**config.mk**
```make
export PLATFORM = sky130hd
export DESIGN_NAME = stable_priority_queue
export DESIGN_NICKNAME = d
export VERILOG_FILES = /design/src/rtl/spq_pkg.sv /design/src/rtl/spq_ctrl.sv /design/src/rtl/spq_datapath.sv /design/src/rtl/stable_priority_queue.sv
export SDC_FILE = /design/constraint.sdc
export NUM_CORES = 2
export LEC_CHECK = 0
export ABC_AREA = 1
export BUFFER_PORTS_ARGS = -buffer_cell sky130_fd_sc_hd__buf_2
export CORE_MARGIN = 2
export CORE_UTILIZATION = 45
export CTS_BUF_LIST = sky130_fd_sc_hd__clkbuf_4 sky130_fd_sc_hd__clkbuf_8
export DETAILED_ROUTE_END_ITERATION = 8
export SKIP_LAST_GASP = 1
export SLEW_MARGIN = 20
export SYNTH_ARGS = -nofsm -noshare
export SYNTH_HDL_FRONTEND = slang
export SYNTH_SLANG_ARGS = --single-unit
```
**constraint.sdc**
```tcl
create_clock -name clk -period 4.05 [get_ports clk]
set_input_delay 0.2025 -clock clk [delete_from_list [all_inputs] [get_ports clk]]
set_output_delay 0.2025 -clock clk [all_outputs]
set_load 0.005 [all_outputs]
```
**src/rtl/spq_pkg.sv**
```systemverilog
package spq_pkg;

	localparam int DEPTH_DEF      = 16;
	localparam int DATA_WIDTH_DEF = 32;

	localparam logic ACT_INSERT = 1'b0;
	localparam logic ACT_FETCH  = 1'b1;

	localparam logic [1:0] ST_INSERTED = 2'd0;
	localparam logic [1:0] ST_FETCHED  = 2'd1;
	localparam logic [1:0] ST_FULL     = 2'd2;
	localparam logic [1:0] ST_EMPTY    = 2'd3;

	typedef enum logic [2:0] {
		OP_IDLE,
		OP_CAPTURE,
		OP_INSERT,
		OP_FETCH,
		OP_REJECT_FULL,
		OP_REJECT_EMPTY
	} op_t;

	typedef struct packed {
		op_t op;
	} dp_cmd_t;

	typedef struct packed {
		logic action;
		logic full;
		logic empty;
	} dp_status_t;

endpackage

```
**src/rtl/spq_ctrl.sv**
```systemverilog
module spq_ctrl (
	input  logic                clk,
	input  logic                arst_n,
	input  logic                start,
	output logic                busy,
	input  spq_pkg::dp_status_t stat,
	output spq_pkg::dp_cmd_t    cmd
);

	typedef enum logic [1:0] {
		S_IDLE = 2'b01,
		S_EXEC = 2'b10
	} state_t;

	state_t state_q, state_next;

	always_ff @(posedge clk or negedge arst_n) begin
		if (!arst_n) begin
			state_q <= S_IDLE;
		end else begin
			state_q <= state_next;
		end
	end

	always_comb begin
		state_next = state_q;
		cmd.op     = spq_pkg::OP_IDLE;
		unique case (state_q)
			S_IDLE: begin
				if (start) begin
					cmd.op     = spq_pkg::OP_CAPTURE;
					state_next = S_EXEC;
				end
			end
			S_EXEC: begin
				// pick the operation from the captured action and the fill level
				if (stat.action == spq_pkg::ACT_INSERT) begin
					cmd.op = stat.full ? spq_pkg::OP_REJECT_FULL : spq_pkg::OP_INSERT;
				end else begin
					cmd.op = stat.empty ? spq_pkg::OP_REJECT_EMPTY : spq_pkg::OP_FETCH;
				end
				state_next = S_IDLE;
			end
			default: begin
				state_next = S_IDLE;
			end
		endcase
	end

	assign busy = (state_q == S_EXEC);

endmodule

```
**src/rtl/spq_datapath.sv**
```systemverilog
module spq_datapath #(
	parameter int DEPTH      = spq_pkg::DEPTH_DEF,
	parameter int DATA_WIDTH = spq_pkg::DATA_WIDTH_DEF
) (
	input  logic                clk,
	input  logic                arst_n,
	input  spq_pkg::dp_cmd_t    cmd,
	output spq_pkg::dp_status_t stat,
	input  logic                action_in,
	input  logic signed [31:0]  data_in,
	input  logic [7:0]          prio_in,
	output logic                done,
	output logic signed [31:0]  fetched_data,
	output logic [1:0]          status,
	output logic [4:0]          entry_count,
	output logic                now_empty,
	output logic                now_full
);

	localparam int CW = $clog2(DEPTH + 1);

	logic                  action_q;
	logic [DATA_WIDTH-1:0] data_q;
	logic [7:0]            prio_q;
	logic [DATA_WIDTH-1:0] slot_data_q [DEPTH];
	logic [7:0]            slot_prio_q [DEPTH];
	logic [CW-1:0]         count_q;
	logic                  done_q;
	logic signed [31:0]    fetched_q;
	logic [1:0]            status_q;

	logic [63:0]           data_wide;
	logic [63:0]           front_wide;
	logic [31:0]           count_wide;
	logic [DEPTH-1:0]      ge;

	assign data_wide  = {32'd0, data_in};
	assign front_wide = 64'(slot_data_q[0]);
	assign count_wide = 32'(count_q);

	// capture the item
	always_ff @(posedge clk) begin
		if (cmd.op == spq_pkg::OP_CAPTURE) begin
			action_q <= action_in;
			data_q   <= data_wide[DATA_WIDTH-1:0];
			prio_q   <= prio_in;
		end
	end

	// row of compare-and-shift cells; ge marks held slots that stay ahead of the new entry
	for (genvar g = 0; g < DEPTH; g++) begin : g_cell
		logic                  prev_ge;
		logic [DATA_WIDTH-1:0] left_data;
		logic [7:0]            left_prio;
		logic [DATA_WIDTH-1:0] right_data;
		logic [7:0]            right_prio;

		assign ge[g] = (CW'(g) < count_q) && (slot_prio_q[g] >= prio_q);

		if (g == 0) begin : g_first
			assign prev_ge   = 1'b1;
			assign left_data = data_q;
			assign left_prio = prio_q;
		end else begin : g_inner
			assign prev_ge   = ge[g-1];
			assign left_data = slot_data_q[g-1];
			assign left_prio = slot_prio_q[g-1];
		end

		if (g == DEPTH - 1) begin : g_last
			assign right_data = slot_data_q[g];
			assign right_prio = slot_prio_q[g];
		end else begin : g_body
			assign right_data = slot_data_q[g+1];
			assign right_prio = slot_prio_q[g+1];
		end

		always_ff @(posedge clk) begin
			case (cmd.op)
				spq_pkg::OP_INSERT: begin
					if (!ge[g]) begin
						if (prev_ge) begin
							slot_data_q[g] <= data_q;
							slot_prio_q[g] <= prio_q;
						end else begin
							slot_data_q[g] <= left_data;
							slot_prio_q[g] <= left_prio;
						end
					end
				end
				spq_pkg::OP_FETCH: begin
					slot_data_q[g] <= right_data;
					slot_prio_q[g] <= right_prio;
				end
				default: begin
				end
			endcase
		end
	end

	always_ff @(posedge clk or negedge arst_n) begin
		if (!arst_n) begin
			count_q <= '0;
			done_q  <= 1'b0;
		end else begin
			done_q <= 1'b0;
			case (cmd.op)
				spq_pkg::OP_INSERT: begin
					count_q <= count_q + 1'b1;
					done_q  <= 1'b1;
				end
				spq_pkg::OP_FETCH: begin
					count_q <= count_q - 1'b1;
					done_q  <= 1'b1;
				end
				spq_pkg::OP_REJECT_FULL, spq_pkg::OP_REJECT_EMPTY: begin
					done_q <= 1'b1;
				end
				default: begin
				end
			endcase
		end
	end

	always_ff @(posedge clk) begin
		case (cmd.op)
			spq_pkg::OP_INSERT: begin
				status_q  <= spq_pkg::ST_INSERTED;
				fetched_q <= '0;
			end
			spq_pkg::OP_FETCH: begin
				status_q  <= spq_pkg::ST_FETCHED;
				fetched_q <= front_wide[31:0];
			end
			spq_pkg::OP_REJECT_FULL: begin
				status_q  <= spq_pkg::ST_FULL;
				fetched_q <= '0;
			end
			spq_pkg::OP_REJECT_EMPTY: begin
				status_q  <= spq_pkg::ST_EMPTY;
				fetched_q <= '0;
			end
			default: begin
			end
		endcase
	end

	assign stat.action = action_q;
	assign stat.full   = (count_q == CW'(DEPTH));
	assign stat.empty  = (count_q == '0);

	assign done         = done_q;
	assign fetched_data = fetched_q;
	assign status       = status_q;
	assign entry_count  = count_wide[4:0];
	assign now_empty    = stat.empty;
	assign now_full     = stat.full;

`ifndef NO_ASSERTIONS
	a_no_insert_full: assert property (@(posedge clk) disable iff (!arst_n)
		cmd.op == spq_pkg::OP_INSERT |-> !stat.full)
		else $error("insert issued to a full queue");

	a_fetch_dec: assert property (@(posedge clk) disable iff (!arst_n)
		cmd.op == spq_pkg::OP_FETCH |=> count_q == CW'($past(count_q) - 1'b1))
		else $error("fetch did not drop the count by one");

	a_done_after_exec: assert property (@(posedge clk) disable iff (!arst_n)
		done_q |-> ($past(cmd.op) != spq_pkg::OP_IDLE && $past(cmd.op) != spq_pkg::OP_CAPTURE))
		else $error("result strobe without an executed item");

	a_count_bound: assert property (@(posedge clk) disable iff (!arst_n)
		count_q <= CW'(DEPTH))
		else $error("count beyond depth");
`endif

endmodule

```
**src/rtl/stable_priority_queue.sv**
```systemverilog
// Each item is handled in two steps: the item is captured, then the row of compare-and-shift cells
// places or removes the entry; the result strobe follows in the next cycle.
// Start is taken only while busy is low, so a new item is accepted only once the last one has executed.
// The receiver cannot stall: done is high for exactly one cycle per item.
// arst_n clears the entry count and the controller; slot contents are not reset.
module stable_priority_queue #(
	parameter int DEPTH      = spq_pkg::DEPTH_DEF,
	parameter int DATA_WIDTH = spq_pkg::DATA_WIDTH_DEF
) (
	input  logic               clk,
	input  logic               arst_n,
	input  logic               start,
	output logic               busy,
	input  logic               action,
	input  logic signed [31:0] item_data,
	input  logic [7:0]         item_priority,
	output logic               done,
	output logic signed [31:0] fetched_data,
	output logic [1:0]         status,
	output logic [4:0]         entry_count,
	output logic               now_empty,
	output logic               now_full
);

	spq_pkg::dp_cmd_t    cmd;
	spq_pkg::dp_status_t stat;

	spq_ctrl u_ctrl (
		.clk    (clk),
		.arst_n (arst_n),
		.start  (start),
		.busy   (busy),
		.stat   (stat),
		.cmd    (cmd)
	);

	spq_datapath #(
		.DEPTH      (DEPTH),
		.DATA_WIDTH (DATA_WIDTH)
	) u_datapath (
		.clk          (clk),
		.arst_n       (arst_n),
		.cmd          (cmd),
		.stat         (stat),
		.action_in    (action),
		.data_in      (item_data),
		.prio_in      (item_priority),
		.done         (done),
		.fetched_data (fetched_data),
		.status       (status),
		.entry_count  (entry_count),
		.now_empty    (now_empty),
		.now_full     (now_full)
	);

endmodule

```
Word level (Yosys, flattened, before mapping) --
Memory sizes are Yosys's and may differ from the RTL's. Index checks and enable logic that the tools add are counted.
Operators by class: add/sub/neg operators 2, magnitude comparators 32, equal/unequal tests 9, muxes and demuxes 197, bitwise operators 62, reductions and logical operators 22
Operators by type and width (count):
- $mux 32 | 31
- $mux 8 | 31
- $ge 8x8->1 | 16
- $mux 1 | 126
- $pmux 32 s2 | 1
- $or 1x1->1 | 62
- $lt 4x5->1 const A | 8
- $lt 3x5->1 const A | 4
- $logic_and 1x1->1 | 16
- $lt 1x5->1 const A | 2
- $lt 2x5->1 const A | 2
- $pmux 5 s2 | 1
- $mux 3 | 3
- $pmux 2 s4 | 1
- $eq 3x2->1 const B | 2
- $eq 3x3->1 const B | 2
- $pmux 3 s2 | 1
- $add 5x1->5 const B | 1
- $eq 5x5->1 const B | 1
- $logic_not 5->1 | 1
- $sub 5x1->5 const B | 1
- $mux 2 | 2
- $reduce_bool 2->1 | 2
- $reduce_bool 4->1 | 1
- other kinds (6) | 6
Storage, ports and cells: flip-flop bits (word level) 83, RAM bits 640, bits of input ports 44, memories kept 2
Memory list:
- u_datapath.slot_data_q | words 16, width 32, read ports 16, clocked after Yosys merged registers in 0, write ports 16, RTL line spq_datapath.sv:25 | logic [DATA_WIDTH-1:0] slot_data_q [DEPTH];
- u_datapath.slot_prio_q | words 16, width 8, read ports 16, clocked after Yosys merged registers in 0, write ports 16, RTL line spq_datapath.sv:26 | logic [7:0] slot_prio_q [DEPTH];

Logic depth before layout (Yosys ltp) --
word-level depth 9, mapped depth 15, mapped depth without buffers 14

Modules after synthesis --
Synthesis repeated with hierarchy kept, for this count alone.
Second synthesis, totals: cells, all modules 5329, area, all modules 42973.7 um^2
Modules (own cells, without submodules):
- spq_datapath | times used 1, cells each 5299, area an instance 42782.3 um^2
- spq_ctrl | times used 1, cells each 30, area an instance 191.4 um^2

Worst setup path after synthesis --
OpenSTA, ideal clock, no wires.
path type register to register, start point register u_ctrl.state_q[0], end point memory u_datapath.slot_data_q[0][0] (netlist bit), enable pin, library setup time 0.461 ns, arrival time 3.994 ns, required time 3.589 ns, setup slack -0.405 ns, stages on the path, launching flop included 9, path through dfstp_2 inv_1 ha_1 inv_1 nand2_2 o21ai_2 clkinv_1 clkbuf_1 a31oi_1
RTL lines:
- from (decl) | RTL line spq_ctrl.sv:15 | state_t state_q, state_next;
- from (signal assigned) | RTL line spq_ctrl.sv:21 | state_q <= state_next;
- to (decl) | RTL line spq_datapath.sv:25

==> key figures <==
Global route
  • Initial antenna violation count: 2
  • First-pass GRT wire length: 186 mm
  • Vias in the first global route: 33016
  • Largest net degree at the start of global routing: 141
  • GR Overflow Total: 0
  • All-Layer GR Usage: 23.4%

Synthesis
  • Predominant post-synthesis flop cell: edfxtp_1
  • Post-synth EDFFs: 715
  • Cells after synthesis: 5273
  • FFs w/ async S/R, synth: 1.11%
  • Count leader, synth: nand2_1
  • Sequential element share of the synthesized area: 50.7%
  • Synth Register Bits: 723
  • Net Count, Synth: 5451
  • Synth unique cells: 31
  • Post-synth design cell area: 0.0428 mm^2
  • Syn. warnings: 0
  • Top cells by area, synth: edfxtp_1, nand2_1, nand4_1
  • Syn_area_per_cell: 8.11 um^2
  • Top cell types by occurrence after synthesis: nand2_1, edfxtp_1, inv_1
  • Yosys top cell area share: 50.2%
  • Leading area contributor after synthesis: edfxtp_1

Timing
  • Min cycle time layout: 3260 ps
  • Clock Skews: 36.9 ps
  • Setup TNS Final: 0 ps
  • Slew Limit Fails: 0
  • RSZ-0062 raised after global routing: false
  • Fmax: 0.307 GHz
  • Relative max-transition margin: 38.4%
  • Final setup viols: 0
  • Final hold vios: 0
  • Least-Margin Pin Slew: 914 ps
  • Period utilization: 80.5%
  • Min setup slack post-route: 790 ps

CTS
  • Clock net sink count: 723
  • Root Driver: clkbuf_8
  • Max clock buf depth: 3
  • H-tree Lvls: 4
  • Clock Pin Slew Worst Setup and Hold Paths: 50 ps
  • CTS buffer count: 132
  • Post-CTS Repair Setup Buffers: 0
  • CTS tree: built
  • Clk Latency, worst-skew pair: 790 ps

Detailed routing
  • Avg WL per Cell: 17.6 um
  • Routed Antenna Nets: 0
  • DRC Markers: 0
  • DR vias/cell: 5.29
  • 1st-iter DRT viols: 3897
  • DR pass1 iterations: 5
  • Total Wirelength: 116 mm
  • Via count: 34890

Power
  • Maximum vdd ir drop: 0.404 mV
  • Total power: 26.9 mW
  • Power per Cell Area: 568 mW/mm^2
  • P_leak: 21.6 nW

Layout
  • P&R area growth vs syn: 10.6%
  • Final instance area: 0.0473 mm^2
  • Nets@finish: 5428
  • Layout Cells excl Fill: 6597
  • Share of cells above drive strength 1: 8.50%
  • # fillers: 9092

Worst setup path
  • CP most frequent cell: nand2_1
  • Worst setup SP type: flop
  • Largest delay share family, worst path: buffers and inverters
  • Max stage delay on crit path: 560 ps
  • Slowest cell on crit path: edfxtp_1
  • Crit path capture type: flop
  • Critical path arrival: 3790 ps
  • Critical Path Fanout Max: 40
  • CP Data Required Time: 4580 ps
  • CP Class: flop to flop
  • CP cell instances: inv_1 -> buf_4 -> ha_1 -> nand2_1 -> inv_1 -> nand2_1 -> nand2_1 -> nand2_1 -> nand2_1 -> nand2_2 -> nand3_1 -> buf_4 -> nand2_1 -> nand3_1 -> nand2_1
  • WP buf/inv: 4

Floorplanning
  • Row cnt: 113
  • Initial core utilization: 45.2%
  • DIE AREA: 0.0975 mm^2
  • Core ar.: 0.0946 mm^2
  • Chip width: 312 um
  • Io pins: 87
  • Die extent in y: 312 um

Run
  • Max Cap Viol: 0

Placed design
  • Post-DP HPWL: 79.2 mm
  • GPL Wtd Cong: 0.835
  • Placed instance count: 6337
  • Count of buffers from port buffering: 86
  • DP Area: 0.0445 mm^2
  • Place WS: 763 ps

Status
  • Status: finished, final reports clean

Worst hold path
  • Hold WC Path Type: input pin to flop
placed cells by master (no fill, tap or decap), types with 7 or more instances in the layout:
cell type / Yosys / layout
nand2_1: 1942 / 1930
edfxtp_1: 715 / 715
inv_1: 644 / 644
nand3_1: 594 / 594
nand4_1: 525 / 525
clkbuf_8: 0 / 136
ha_1: 134 / 134
buf_4: 24 / 97
buf_2: 226 / 86
o21ai_1: 79 / 79
nor2_1: 69 / 68
o21ai_0: 56 / 56
dlygate4sd3_1: 0 / 44
clkbuf_4: 2 / 43
a21oi_1: 38 / 36
buf_12: 0 / 32
clkinv_1: 1 / 20
nand2_2: 3 / 15
a31oi_4: 0 / 15
o21a_1: 14 / 14
clkinv_2: 0 / 8
dfrtp_1: 7 / 7
registers in the layout (all words and copies together), names as in the netlist:
register	flops
u_datapath.slot_data_q	512
u_datapath.slot_prio_q	128
u_datapath.data_q	32
u_datapath.fetched_data	32
u_datapath.g_cell.left_prio	8
u_datapath.entry_count	5
u_ctrl.state_q	2
u_datapath.status	2
u_datapath.action_q	1
u_datapath.done	1
area by class of cell:
type                       count  area (um^2)  area share [%]
tap                         1265         1580            3.35
sequential                   723        21700            45.8
antenna                        1         2.50         0.00529
clock inverter                36          190           0.402
clock buffer                 179         2190            4.64
inverter                     647         2440            5.15
multi-input combinational   3487        17000            35.9
timing repair buffer         259         2240            4.73
cells by family after synthesis:
family	after synthesis	share of synthesized area (%)
and+or+nand+nor	3145	32.5
buffers and inverters	1063	10.3
DFF	723	50.7
AOI/OAI and AO/OA	205	2.54
adders and majority gates	134	3.92
xor gates and xnor gates	3	0.0614
through the flow:
| stage | hold WS, ps | utilization, % |
|---|---|---|
| CTS | 58.3 | 50.0 |
| floorplan | -93.1 | - |
| detailed placement | 59.7 | 47.0 |
| global placement | 55.5 | 47.0 |
| finish | 134 | 50.0 |
| global route | 94.6 | 50.0 |
path summary, 6_finish.rpt:
check / from / depth (start not counted) / endpoint / slack (ps)
setup / recovery: u_datapath.g_cell[0].left_prio[2] / 15 / u_datapath.slot_data_q[0][169] / 790
hold / removal: item_data[8] / 2 / u_datapath.data_q[8] / 130
setup reg to reg: u_datapath.g_cell[0].left_prio[2] / 15 / u_datapath.slot_data_q[0][169] / 790
hold reg to reg: u_datapath.slot_data_q[1][237] / 2 / u_datapath.slot_data_q[1][205] / 510
max in group asynchronous: arst_n / 3 / u_ctrl.state_q[0] / 3260
min in group asynchronous: arst_n / 3 / u_datapath.entry_count[2] / 460
per-layer routing:
| metal | vias up | global-route usage, % | routed length, um |
|---|---|---|---|
| met3 | 127 | 3.52 | 8210 |
| met4 | 0 | 4.80 | 1590 |
| met5 | - | 0 | 0 |
| met1 | 16007 | 36.6 | 57500 |
| li1 | 17579 | - | - |
| met2 | 1177 | 34.3 | 48800 |
what timing repair did:
| item | 4_1_cts | 5_1_grt |
|---|---|---|
| hold endpoints to repair | 51 | 0 |
| hold buffers | 44 | 0 |
| resized for setup | 0 | 0 |
where the power goes:
group | internal, mW | switching [mW] | total (mW)
clock network | 3.48 | 3.10 | 6.59
logic | 2.69 | 6.74 | 9.43
registers | 10.1 | 0.743 | 10.9
total | 16.3 | 10.6 | 26.9
Power figures use the tool's default switching activity.
